**src/rtl/sorted_priority_queue_unit_defines.svh**
```systemverilog
// ---------------------------------------------------------------------------
// Sorted priority queue assertion macros
// Shared concurrent assertion forms, clocked on i_clk and held off in reset.
// ---------------------------------------------------------------------------
`ifndef SORTED_PRIORITY_QUEUE_UNIT_DEFINES_SVH
`define SORTED_PRIORITY_QUEUE_UNIT_DEFINES_SVH

// Implication checked at every clock edge outside reset.
`define SPQ_ASSERT_IMPL(lbl, ante, cons) \
    lbl: assert property (@(posedge i_clk) disable iff (!i_rst_n) (ante) |-> (cons)) \
        else $error("spq assertion failed");

// Next-cycle implication checked outside reset.
`define SPQ_ASSERT_NEXT(lbl, ante, cons) \
    lbl: assert property (@(posedge i_clk) disable iff (!i_rst_n) (ante) |=> (cons)) \
        else $error("spq assertion failed");

`endif

```
**src/rtl/spq_pkg.sv**
```systemverilog
// ---------------------------------------------------------------------------
// Sorted priority queue package
// Shared constants, codes and the control bundle sent to every cell.
// ---------------------------------------------------------------------------
`timescale 1ns / 1ps

package spq_pkg;

    localparam int DEPTH_DEF        = 16;
    localparam int PAYLOAD_BITS_DEF = 16;
    localparam int PRIO_W           = 8;
    localparam int OCC_W            = 5;

    localparam logic MODE_INSERT = 1'b0;
    localparam logic MODE_REMOVE = 1'b1;

    typedef enum logic [1:0] {
        ST_OK    = 2'd0,
        ST_FULL  = 2'd1,
        ST_EMPTY = 2'd2
    } t_status;

    // Broadcast to all cells in the cycle an item is transferred.
    typedef struct packed {
        logic              ins;
        logic              rem;
        logic [PRIO_W-1:0] prio;
    } t_cell_ctrl;

endpackage

```
**src/rtl/sorted_priority_queue_unit.sv**
```systemverilog
// ---------------------------------------------------------------------------
// Sorted priority queue unit
// Bounded max-first queue with first-in first-out order among equal
// priorities, built as a chain of slot cells with a fill count.
// ---------------------------------------------------------------------------
//  Channel   Direction  Handshake            Signals
//  command   in         start && !busy       i_mode, i_priority_req, i_payload
//  result    out        o_done (one cycle)   o_out_valid, o_out_priority,
//                                            o_out_payload, o_status,
//                                            o_occupancy
//
//  One command is taken every cycle; busy stays low.
//  Its result is presented on the cycle after the transfer, with o_done high for one cycle.
//  All cells update together in that same edge.
//  Synchronous active-low reset clears the fill count and o_done; slot contents are not
//  cleared and are only read below the fill count.
//  The receiver cannot stall; o_done is not held, and the result fields change with the next command.
// ---------------------------------------------------------------------------
`timescale 1ns / 1ps
`include "sorted_priority_queue_unit_defines.svh"

module sorted_priority_queue_unit #(
    parameter int DEPTH        = spq_pkg::DEPTH_DEF,
    parameter int PAYLOAD_BITS = spq_pkg::PAYLOAD_BITS_DEF
) (
    input  logic                        i_clk,
    input  logic                        i_rst_n,
    input  logic                        start,
    output logic                        busy,
    input  logic                        i_mode,
    input  logic [spq_pkg::PRIO_W-1:0]  i_priority_req,
    input  logic [PAYLOAD_BITS-1:0]     i_payload,
    output logic                        o_done,
    output logic                        o_out_valid,
    output logic [spq_pkg::PRIO_W-1:0]  o_out_priority,
    output logic [PAYLOAD_BITS-1:0]     o_out_payload,
    output logic [1:0]                  o_status,
    output logic [spq_pkg::OCC_W-1:0]   o_occupancy
);

    localparam int CNT_W = $clog2(DEPTH + 1);

    logic [CNT_W-1:0]           r_count, n_count;
    logic                       r_done;
    logic                       r_out_valid;
    logic [spq_pkg::PRIO_W-1:0] r_out_priority;
    logic [PAYLOAD_BITS-1:0]    r_out_payload;
    spq_pkg::t_status           r_status, n_status;

    logic                       w_full, w_empty, w_ins, w_rem;
    spq_pkg::t_cell_ctrl        w_ctrl;

    logic [spq_pkg::PRIO_W-1:0] w_prio    [DEPTH];
    logic [PAYLOAD_BITS-1:0]    w_payload [DEPTH];
    logic                       w_keep    [DEPTH];

    assign busy    = 1'b0;
    assign w_full  = (r_count == CNT_W'(DEPTH));
    assign w_empty = (r_count == '0);
    assign w_ins   = start && (i_mode == spq_pkg::MODE_INSERT) && !w_full;
    assign w_rem   = start && (i_mode == spq_pkg::MODE_REMOVE) && !w_empty;

    assign w_ctrl.ins  = w_ins;
    assign w_ctrl.rem  = w_rem;
    assign w_ctrl.prio = i_priority_req;

    genvar gi;
    generate
        for (gi = 0; gi < DEPTH; gi++) begin : g_cell
            logic                       w_prev_keep;
            logic [spq_pkg::PRIO_W-1:0] w_prev_prio, w_next_prio;
            logic [PAYLOAD_BITS-1:0]    w_prev_payload, w_next_payload;

            if (gi == 0) begin : g_head
                assign w_prev_keep    = 1'b1;
                assign w_prev_prio    = i_priority_req;
                assign w_prev_payload = i_payload;
            end else begin : g_body
                assign w_prev_keep    = w_keep[gi-1];
                assign w_prev_prio    = w_prio[gi-1];
                assign w_prev_payload = w_payload[gi-1];
            end

            if (gi == DEPTH - 1) begin : g_tail
                assign w_next_prio    = w_prio[gi];
                assign w_next_payload = w_payload[gi];
            end else begin : g_mid
                assign w_next_prio    = w_prio[gi+1];
                assign w_next_payload = w_payload[gi+1];
            end

            spq_cell #(
                .PAYLOAD_BITS (PAYLOAD_BITS)
            ) u_cell (
                .i_clk          (i_clk),
                .i_ctrl         (w_ctrl),
                .i_new_payload  (i_payload),
                .i_occupied     (CNT_W'(gi) < r_count),
                .i_prev_keep    (w_prev_keep),
                .i_prev_prio    (w_prev_prio),
                .i_prev_payload (w_prev_payload),
                .i_next_prio    (w_next_prio),
                .i_next_payload (w_next_payload),
                .o_keep         (w_keep[gi]),
                .o_prio         (w_prio[gi]),
                .o_payload      (w_payload[gi])
            );
        end
    endgenerate

    always_comb begin
        n_count  = r_count;
        n_status = spq_pkg::ST_OK;
        if (w_ins) begin
            n_count = r_count + CNT_W'(1);
        end else if (w_rem) begin
            n_count = r_count - CNT_W'(1);
        end else if (start && (i_mode == spq_pkg::MODE_INSERT)) begin
            n_status = spq_pkg::ST_FULL;
        end else if (start) begin
            n_status = spq_pkg::ST_EMPTY;
        end
    end

    always_ff @(posedge i_clk) begin
        if (!i_rst_n) begin
            r_count <= '0;
            r_done  <= 1'b0;
        end else begin
            r_done <= start;
            if (start) begin
                r_count <= n_count;
            end
        end
        if (start) begin
            r_out_valid    <= w_rem;
            r_out_priority <= w_rem ? w_prio[0] : '0;
            r_out_payload  <= w_rem ? w_payload[0] : '0;
            r_status       <= n_status;
        end
    end

    assign o_done         = r_done;
    assign o_out_valid    = r_out_valid;
    assign o_out_priority = r_out_priority;
    assign o_out_payload  = r_out_payload;
    assign o_status       = r_status;
    assign o_occupancy    = spq_pkg::OCC_W'(r_count);

    `SPQ_ASSERT_IMPL(a_count_bound, 1'b1, r_count <= CNT_W'(DEPTH))
    `SPQ_ASSERT_IMPL(a_head_sorted, r_count >= CNT_W'(2), w_prio[0] >= w_prio[1])
    `SPQ_ASSERT_NEXT(a_refused_no_change, start && !w_ins && !w_rem, $stable(r_count))
    `SPQ_ASSERT_IMPL(a_valid_only_ok, o_done && o_out_valid, o_status == spq_pkg::ST_OK)

endmodule

```
**src/rtl/spq_cell.sv**
```systemverilog
// ---------------------------------------------------------------------------
// Sorted priority queue cell
// One slot of the queue; shifts toward the tail on insert, toward the head
// on remove, and decides locally whether to keep, load new, or take a neighbor.
// ---------------------------------------------------------------------------
`timescale 1ns / 1ps

module spq_cell #(
    parameter int PAYLOAD_BITS = spq_pkg::PAYLOAD_BITS_DEF
) (
    input  logic                      i_clk,
    input  spq_pkg::t_cell_ctrl       i_ctrl,
    input  logic [PAYLOAD_BITS-1:0]   i_new_payload,
    input  logic                      i_occupied,
    input  logic                      i_prev_keep,
    input  logic [spq_pkg::PRIO_W-1:0] i_prev_prio,
    input  logic [PAYLOAD_BITS-1:0]   i_prev_payload,
    input  logic [spq_pkg::PRIO_W-1:0] i_next_prio,
    input  logic [PAYLOAD_BITS-1:0]   i_next_payload,
    output logic                      o_keep,
    output logic [spq_pkg::PRIO_W-1:0] o_prio,
    output logic [PAYLOAD_BITS-1:0]   o_payload
);

    logic [spq_pkg::PRIO_W-1:0] r_prio;
    logic [PAYLOAD_BITS-1:0]    r_payload;

    // An occupied slot at or above the new priority stays where it is.
    assign o_keep    = i_occupied && (r_prio >= i_ctrl.prio);
    assign o_prio    = r_prio;
    assign o_payload = r_payload;

    always_ff @(posedge i_clk) begin
        if (i_ctrl.rem) begin
            r_prio    <= i_next_prio;
            r_payload <= i_next_payload;
        end else if (i_ctrl.ins && !o_keep) begin
            if (i_prev_keep) begin
                r_prio    <= i_ctrl.prio;
                r_payload <= i_new_payload;
            end else begin
                r_prio    <= i_prev_prio;
                r_payload <= i_prev_payload;
            end
        end
    end

endmodule

```
**config.mk**
```make
export PLATFORM = sky130hd
export DESIGN_NAME = sorted_priority_queue_unit
export DESIGN_NICKNAME = d
export VERILOG_FILES = /design/src/rtl/spq_pkg.sv /design/src/rtl/sorted_priority_queue_unit.sv /design/src/rtl/spq_cell.sv
export VERILOG_INCLUDE_DIRS = /design/src /design/src/rtl
export SDC_FILE = /design/constraint.sdc
export NUM_CORES = 1
export LEC_CHECK = 0
export ABC_AREA = 1
export BUFFER_PORTS_ARGS = -buffer_cell sky130_fd_sc_hd__clkbuf_2
export CAP_MARGIN = 20
export CORE_ASPECT_RATIO = 1.25
export CORE_UTILIZATION = 41
export DETAILED_ROUTE_END_ITERATION = 12
export GPL_ROUTABILITY_DRIVEN = 0
export PLACE_DENSITY_LB_ADDON = 0.05
export SLEW_MARGIN = 20
export SYNTH_ARGS = -nofsm -noshare
export SYNTH_HDL_FRONTEND = slang
export SYNTH_SLANG_ARGS = --single-unit
export TNS_END_PERCENT = 1
```
**constraint.sdc**
```tcl
create_clock -name i_clk -period 3.86 [get_ports i_clk]
set_input_delay 0.386 -clock i_clk [delete_from_list [all_inputs] [get_ports i_clk]]
set_output_delay 0.386 -clock i_clk [all_outputs]
set_load 0.01 [all_outputs]
```
==> flow_summary.yaml, run 1 <==
timing:
  slew_violations: 0
  fin_crit_sh: 0.8442
  max_freq_mhz: 306.9
  finalWorstSetupSlack_ns: 0.6013
  relSlewSlack: 0.2415
  worstMarginPinSlew_ns: 1.138
  grt_setup_unrepaired: "no"
  finalSetupTns_ns: 0
  skew_ns: 0.01510
  hold_viol: 0
  min_period_ns: 3.259
  setup_viol: 0
layout:
  postLayoutCoreUtil: 0.4600
  syn_to_final_growth_pct: 11.09
  drive_above_1_share: 0.07715
  diodes: 0
  final_nets: 3494
route:
  vias: 22560
  wl_mm: 87.62
  wl_per_cell_um: 20.81
  vias_per_cell: 5.358
  antenna_left: 0
  drc_errors: 0
  drt_iter0_drc: 1790
  first_pass_iters: 7
floorplan:
  die_h_um: 284.3
  die-area_um2: 64800
  start_util: 0.4141
  die_w_um: 227.9
  rows: 103
  coreArea_um2: 63150
  io_pins: 62
global_route:
  grt_pass1_wl_mm: 133.5
  grt_pass1_vias: 22430
  grt_usage: 0.2679
  grt-ovfl-total: 0
  grt_max_degree: 113
  antenna_found_initial: 0
clock_network:
  root_buffer: "clkbuf_16"
  numCtsBuffers: 48
  post_cts_resized: 0
  cts_hold_buffers: 0
  cts_buffer_depth: 3
  tritoncts: "built"
  htree_levels: 2
  cts_sinks: 417
  post_cts.repair.setup_buffers: 0
  clkTransAtPathRegs_ns: 0.06
  clock_latency_ns: 0.60
power_and_ir_drop:
  p_per_area_nw_per_um2: 604.4
  ir_drop_mv: 0.3458
  p_int_uw: 11130
  power_frac_seq: 0.407
  p_leak_uw: 0.01410
  switching_share: 0.3661
  switchingPower_uw: 6427
  clockPowerShare: 0.288
  combPwrFrac: 0.305
placed_design:
  port_buffers: 60
  place_ws_ns: 0.6469
  hpwl_mm: 60.97
setup_path:
  required_ns: 4.12
  path_buf_inv: 3
  startpoint_type: "flip-flop"
  cp.arrival_ns: 3.52
  critPathMaxStageDelay_ns: 0.48
  r2r-start: "o_occupancy[1]$_SDFFE_PN0P_"
  critPathSlowestCell: "dfxtp_1"
  crit_path_start: "o_occupancy[1]$_SDFFE_PN0P_"
  crit_family: "buffers and inverters"
  cp_cell_sequence: "clkinv_1 -> ha_1 -> nand2_2 -> nand2_8 -> nand2_1 -> inv_2 -> a31oi_2 -> buf_4"
  crit_type: "flip-flop to flip-flop"
  end_kind: "flip-flop"
  crit_fanout: 47
synth:
  synth_top_area_share: 0.4720
  synth_top_area_cell: "edfxtp_1"
  ys_seq_elements: 417
  syn-num-nets: 3497
  synth_cell_types: 39
  postSynthCellCount: 3337
  syn_area_per_cell_um2: 7.836
  synth_warnings: 0
  synthTopCellsByArea: "edfxtp_1 (47%), nand2_1 (18%), nand3_1 (13%), ha_1 (6.3%), inv_1 (6.2%)"
  netlist_area_um2: 26150
  ys_seq_area_frac: 0.4766
worst_hold_path:
  min_path_type: "input pin to flip-flop"
  min_from: "i_rst_n"
status:
  status: "finished clean"
job:
  drv_cap: 0
synthesized netlist by cell type:
cell,number
a21boi_0,1
a21oi_1,36
a21oi_4,1
a31oi_1,15
a31oi_2,1
a31oi_4,1
buf_1,4
buf_12,1
buf_2,78
buf_4,28
buf_6,12
bufinv_8,1
clkbuf_1,79
clkinv_1,3
conb_1,1
dfxtp_1,6
edfxtp_1,411
ha_1,132
inv_1,429
inv_2,4
inv_4,2
nand2_1,1237
nand2_2,9
nand2_4,3
nand3_1,689
nand4_1,3
nor2_1,69
nor2_8,1
nor3_1,1
nor3_2,1
o21a_1,15
o21ai_0,49
o21ai_1,5
o21ai_2,1
o21ai_4,2
o22ai_1,1
o31ai_1,1
or2_0,1
xor2_1,3
registers in the layout, indices dropped and copies added, names as in the netlist:
register / cells
o_status: 2
o_out_valid: 1
o_out_priority: 8
g_cell.u_cell.o_prio: 128
g_cell.u_cell.o_payload: 256
o_done: 1
o_occupancy: 5
o_out_payload: 16
cell usage in the layout, fill, tap and decap left out, types with 14 or more instances in the layout:
cell type	n
a21oi_1	35
a31oi_2	16
buf_4	77
clkbuf_16	49
clkbuf_2	60
clkinv_1	14
edfxtp_1	411
ha_1	132
inv_1	429
nand2_1	1237
nand3_1	689
nor2_1	69
o21a_1	15
o21ai_0	49
kinds of logic after synthesis:
logic type / after synthesis / synth area share
xor+xnor: 3 / 0.001005
simple gates: 2014 / 0.3251
other cells: 1 / 0.0001434
buf+inv: 641 / 0.1046
fa+ha+maj: 132 / 0.06316
flops: 417 / 0.4766
compound gates: 129 / 0.02943
final timing paths:
kind / endpoint / cells after the start / slack (ns)
setup / recovery: g_cell[11].u_cell.o_payload[12]$_DFFE_PP_ / 8 / 0.60
setup reg to reg: g_cell[11].u_cell.o_payload[12]$_DFFE_PP_ / 8 / 0.60
hold reg to reg: g_cell[14].u_cell.o_payload[8]$_DFFE_PP_ / 2 / 0.52
hold / removal: o_done$_SDFF_PN0_ / 3 / 0.09
area by class of cell:
cell class	count	area, um2
inverter	439	1674
clock inverter	29	411.6
tap	840	1051
timing repair buffer	149	1119
fill	6443	34100
multi-input combinational	2279	11070
sequential	417	12460
clock buffer	57	1256
power groups by stage:
stage          registers [uW]  logic [uW]  clock network [uW]
3_3_place_gp             7220        5260                   0
6_report                 7150        5360                5050
4_1_cts                  7150        5390                5130
5_1_grt                  7230        6060                5280
2_1_floorplan            6910        3810                   0
3_5_place_dp             7240        5370                   0
tightest hold or removal path, stage by stage:
cell and delay, ns:
clkbuf_2 0.15, nand2_1 0.07, inv_1 0.04
stage by stage:
step           area (um2)  hold slack [ns]  total power, uW  instances
6_report            29050          0.08929            17560       4210
5_1_grt             29050          0.07896            18570       4210
4_1_cts             29040          0.06064            17670       4210
3_5_place_dp        27370           0.5082            12610       4124
3_3_place_gp        27370           0.5134            12480       4124
2_1_floorplan       26150           0.4795            10720       3337
per-layer routing:
layer / track usage / routed length [um] / vias up
li1: - / - / 10840
met1: 0.3132 / 34260 / 10890
met2: 0.4889 / 45250 / 620
met3: 0.03020 / 3979 / 205
met4: 0.1215 / 4126 / 0
met5: 0 / 0 / -
(Power assumes the default switching activity.)
==> run 2: changes to the inputs <==
--- a/config.mk
+++ b/config.mk
@@ -6,7 +6,7 @@
 export SDC_FILE = /design/constraint.sdc
 export NUM_CORES = 1
 export LEC_CHECK = 0
-export ABC_AREA = 1
+export ABC_AREA = 0
 export BUFFER_PORTS_ARGS = -buffer_cell sky130_fd_sc_hd__clkbuf_2
 export CAP_MARGIN = 20
 export CORE_ASPECT_RATIO = 1.25
==> constraint.sdc (replaced) <==
create_clock -name i_clk -period 2.94 [get_ports i_clk]
set_input_delay 0.294 -clock i_clk [delete_from_list [all_inputs] [get_ports i_clk]]
set_output_delay 0.294 -clock i_clk [all_outputs]
set_load 0.01 [all_outputs]
==> run 2 against run 1 <==
Compared with the run above: critical path depth is 3 higher; largest cell class unchanged; via count is 16% lower; clock power is 13% higher; global-route usage is 1.1 points higher; die area is 9.3% lower; register-to-register slack worse by 0.26 ns; utilization is 0.83 points higher.
==> flow_summary.yaml, run 2 <==
status:
  status: "finished clean"
floorplan:
  die_w_um: 217.0
  io_pins: 62
  die-area_um2: 58740
  start_util: 0.4145
  rows: 98
  coreArea_um2: 57140
  die_h_um: 270.7
setup_path:
  cp_cell_sequence: "dlygate4sd3_1 -> clkbuf_2 -> inv_1 -> buf_4 -> ha_1 -> a211o_1 -> a31oi_1 -> o21ai_1 -> and2_1 -> o21ai_2 -> buf_4"
  path_common_cell: "buf_4"
  startpoint_type: "input pin"
  crit_fanout: 24
  cp.arrival_ns: 3.04
  end_kind: "flip-flop"
  crit_family: "buffers and inverters"
  critPathSlowestCell: "dlygate4sd3_1"
  critPathMaxStageDelay_ns: 0.53
  path_buf_inv: 5
  required_ns: 3.18
  crit_type: "input pin to flip-flop"
clock_network:
  cts_hold_buffers: 5
  post_cts_resized: 0
  root_buffer: "clkbuf_16"
  cts_buffer_depth: 3
  tritoncts: "built"
  clock_latency_ns: 0.60
  htree_levels: 2
  cts_sinks: 417
  post_cts.repair.setup_buffers: 0
  numCtsBuffers: 47
  clkTransAtPathRegs_ns: 0.06
layout:
  syn_to_final_growth_pct: 12.98
  final_nets: 2280
  final_common_cell: "edfxtp_1"
  final_cell_mix: "edfxtp_1 (411), nand2_1 (322), a221o_1 (322)"
  largest_reg_flops: 256
  final_cell_count_no_fill: 2904
  num-fill-cells: 5335
  drive_above_1_share: 0.1435
  diodes: 0
synth:
  synth_common_cells: "edfxtp_1 (411), a221o_1 (322), nand2_1 (322)"
  synth_top_area_cell: "edfxtp_1"
  yosysMostFrequentCell: "edfxtp_1"
  syn-num-nets: 2263
  synth_top_area_share: 0.5211
  netlist_area_um2: 23690
  syn_area_per_cell_um2: 11.26
  synthTopCellsByArea: "edfxtp_1 (52%), a221o_1 (14%), ha_1 (7.0%), a21oi_1 (6.4%), nand2_1 (5.1%)"
  ys_seq_elements: 417
  synth_cell_types: 57
  synthArstFlopShare: 0
  synth_ff_type: "edfxtp_1"
  synth_warnings: 0
  postSynthCellCount: 2103
  synth-edff-count: 411
  ys_seq_area_frac: 0.5261
placed_design:
  hpwl_mm: 57.39
  port_buffers: 60
  place_inst: 2816
timing:
  setup_viol: 0
  relSlewSlack: 0.2562
  hold_viol: 0
  grt_setup_unrepaired: "no"
  fin_crit_sh: 0.9520
  finalSetupTns_ns: 0
  worstMarginPinSlew_ns: 1.115
  max_freq_mhz: 357.3
  skew_ns: 0.02549
  min_period_ns: 2.799
  slew_violations: 0
power_and_ir_drop:
  p_leak_uw: 0.01078
  p_per_area_nw_per_um2: 878.4
  ir_drop_mv: 0.4803
route:
  vias_per_cell: 6.496
  wl_mm: 82.33
  wl_per_cell_um: 28.35
  antenna_left: 0
  first_pass_iters: 5
  vias: 18870
  drc_errors: 0
  drt_iter0_drc: 2199
worst_hold_path:
  min_path_type: "input pin to flip-flop"
global_route:
  grt-ovfl-total: 0
  grt_pass1_wl_mm: 124.1
  grt_usage: 0.2789
  grt_max_degree: 126
  grt_pass1_vias: 18780
  antenna_found_initial: 1
job:
  drv_cap: 0
## run 2: cell count changes in the layout (fill, tap and decap cells not counted), moves of 16 or more
cell	change
nand3_1	-672
and3_1	+24
o21ai_2	+17
mux2_2	+21
buf_4	+32
nand2_1	-915
inv_1	-403
o21ai_0	-45
nand2b_1	+16
nor2_1	-61
and2_1	+69
a21o_1	+45
a21oi_1	+270
a221o_1	+322
## run 2: area by class of cell
type	instances	area, um2	area share
multi-input combinational	1428	10170	0.3799
inverter	27	108.9	0.004068
tap	750	938.4	0.03507
clock buffer	64	1261	0.04713
clock inverter	19	153.9	0.005751
timing repair buffer	199	1669	0.06237
sequential	417	12460	0.4657
## run 2: cells by family after synthesis
kind of cell,after synthesis,synth area share
flip-flops,417,0.5261
AND/OR/NAND/NOR,477,0.09117
other,1,0.0001583
AO/OA/AOI/OAI,791,0.2518
multiplexers,24,0.01141
XOR/XNOR,3,0.001109
buffers and inverters,258,0.04849
adder cells (fa/ha/maj),132,0.06973
## run 2: report_power, final
part | switching, uW | internal (uW) | leakage, uW
logic | 4730 | 3180 | 0.00612
clock network | 2520 | 3170 | 0.000680
registers | 1190 | 8720 | 0.00399
## run 2: routing by layer
layer / GRT usage / part of all wire
met4: 0.07672 / 0.026
met1: 0.3758 / 0.42
met5: 0 / 0
met2: 0.4623 / 0.48
met3: 0.04452 / 0.068
## run 2: worst register-to-register path: cells and delay by family, from the launching register on
family,cells,cell delay (ns)
compound gates,3,0.79
flops,1,0.46
simple gates,2,0.52
fa+ha+maj,1,0.33
buf+inv,1,0.23
## run 2: path summary, 6_finish.rpt
check                                                 start                                   endpoint  slack [ns]  cells after the start
setup / recovery                          i_priority_req[2]    g_cell[9].u_cell.o_payload[8]$_DFFE_PP_        0.14                     11
hold / removal                            i_priority_req[7]      g_cell[15].u_cell.o_prio[7]$_DFFE_PP_        0.04                      2
setup reg to reg       g_cell[0].u_cell.o_prio[7]$_DFFE_PP_    g_cell[1].u_cell.o_payload[1]$_DFFE_PP_        0.34                      7
hold reg to reg   g_cell[15].u_cell.o_payload[14]$_DFFE_PP_  g_cell[14].u_cell.o_payload[14]$_DFFE_PP_        0.55                      1
## run 2: through the flow
step / hold WS (ns) / worst slack (ns) / util / total power (uW) / area [um2]
floorplan: 0.4065 / -0.1620 / - / 14840 / 23750
global placement: 0.5276 / 0.1616 / 0.4427 / 17710 / 25300
detailed placement: 0.5344 / 0.1503 / 0.4427 / 17860 / 25300
CTS: 0.004117 / 0.2091 / 0.4683 / 23570 / 26760
global route: 0.03135 / 0.03909 / 0.4683 / 24670 / 26760
finish: 0.03563 / 0.1412 / 0.4683 / 23510 / 26760
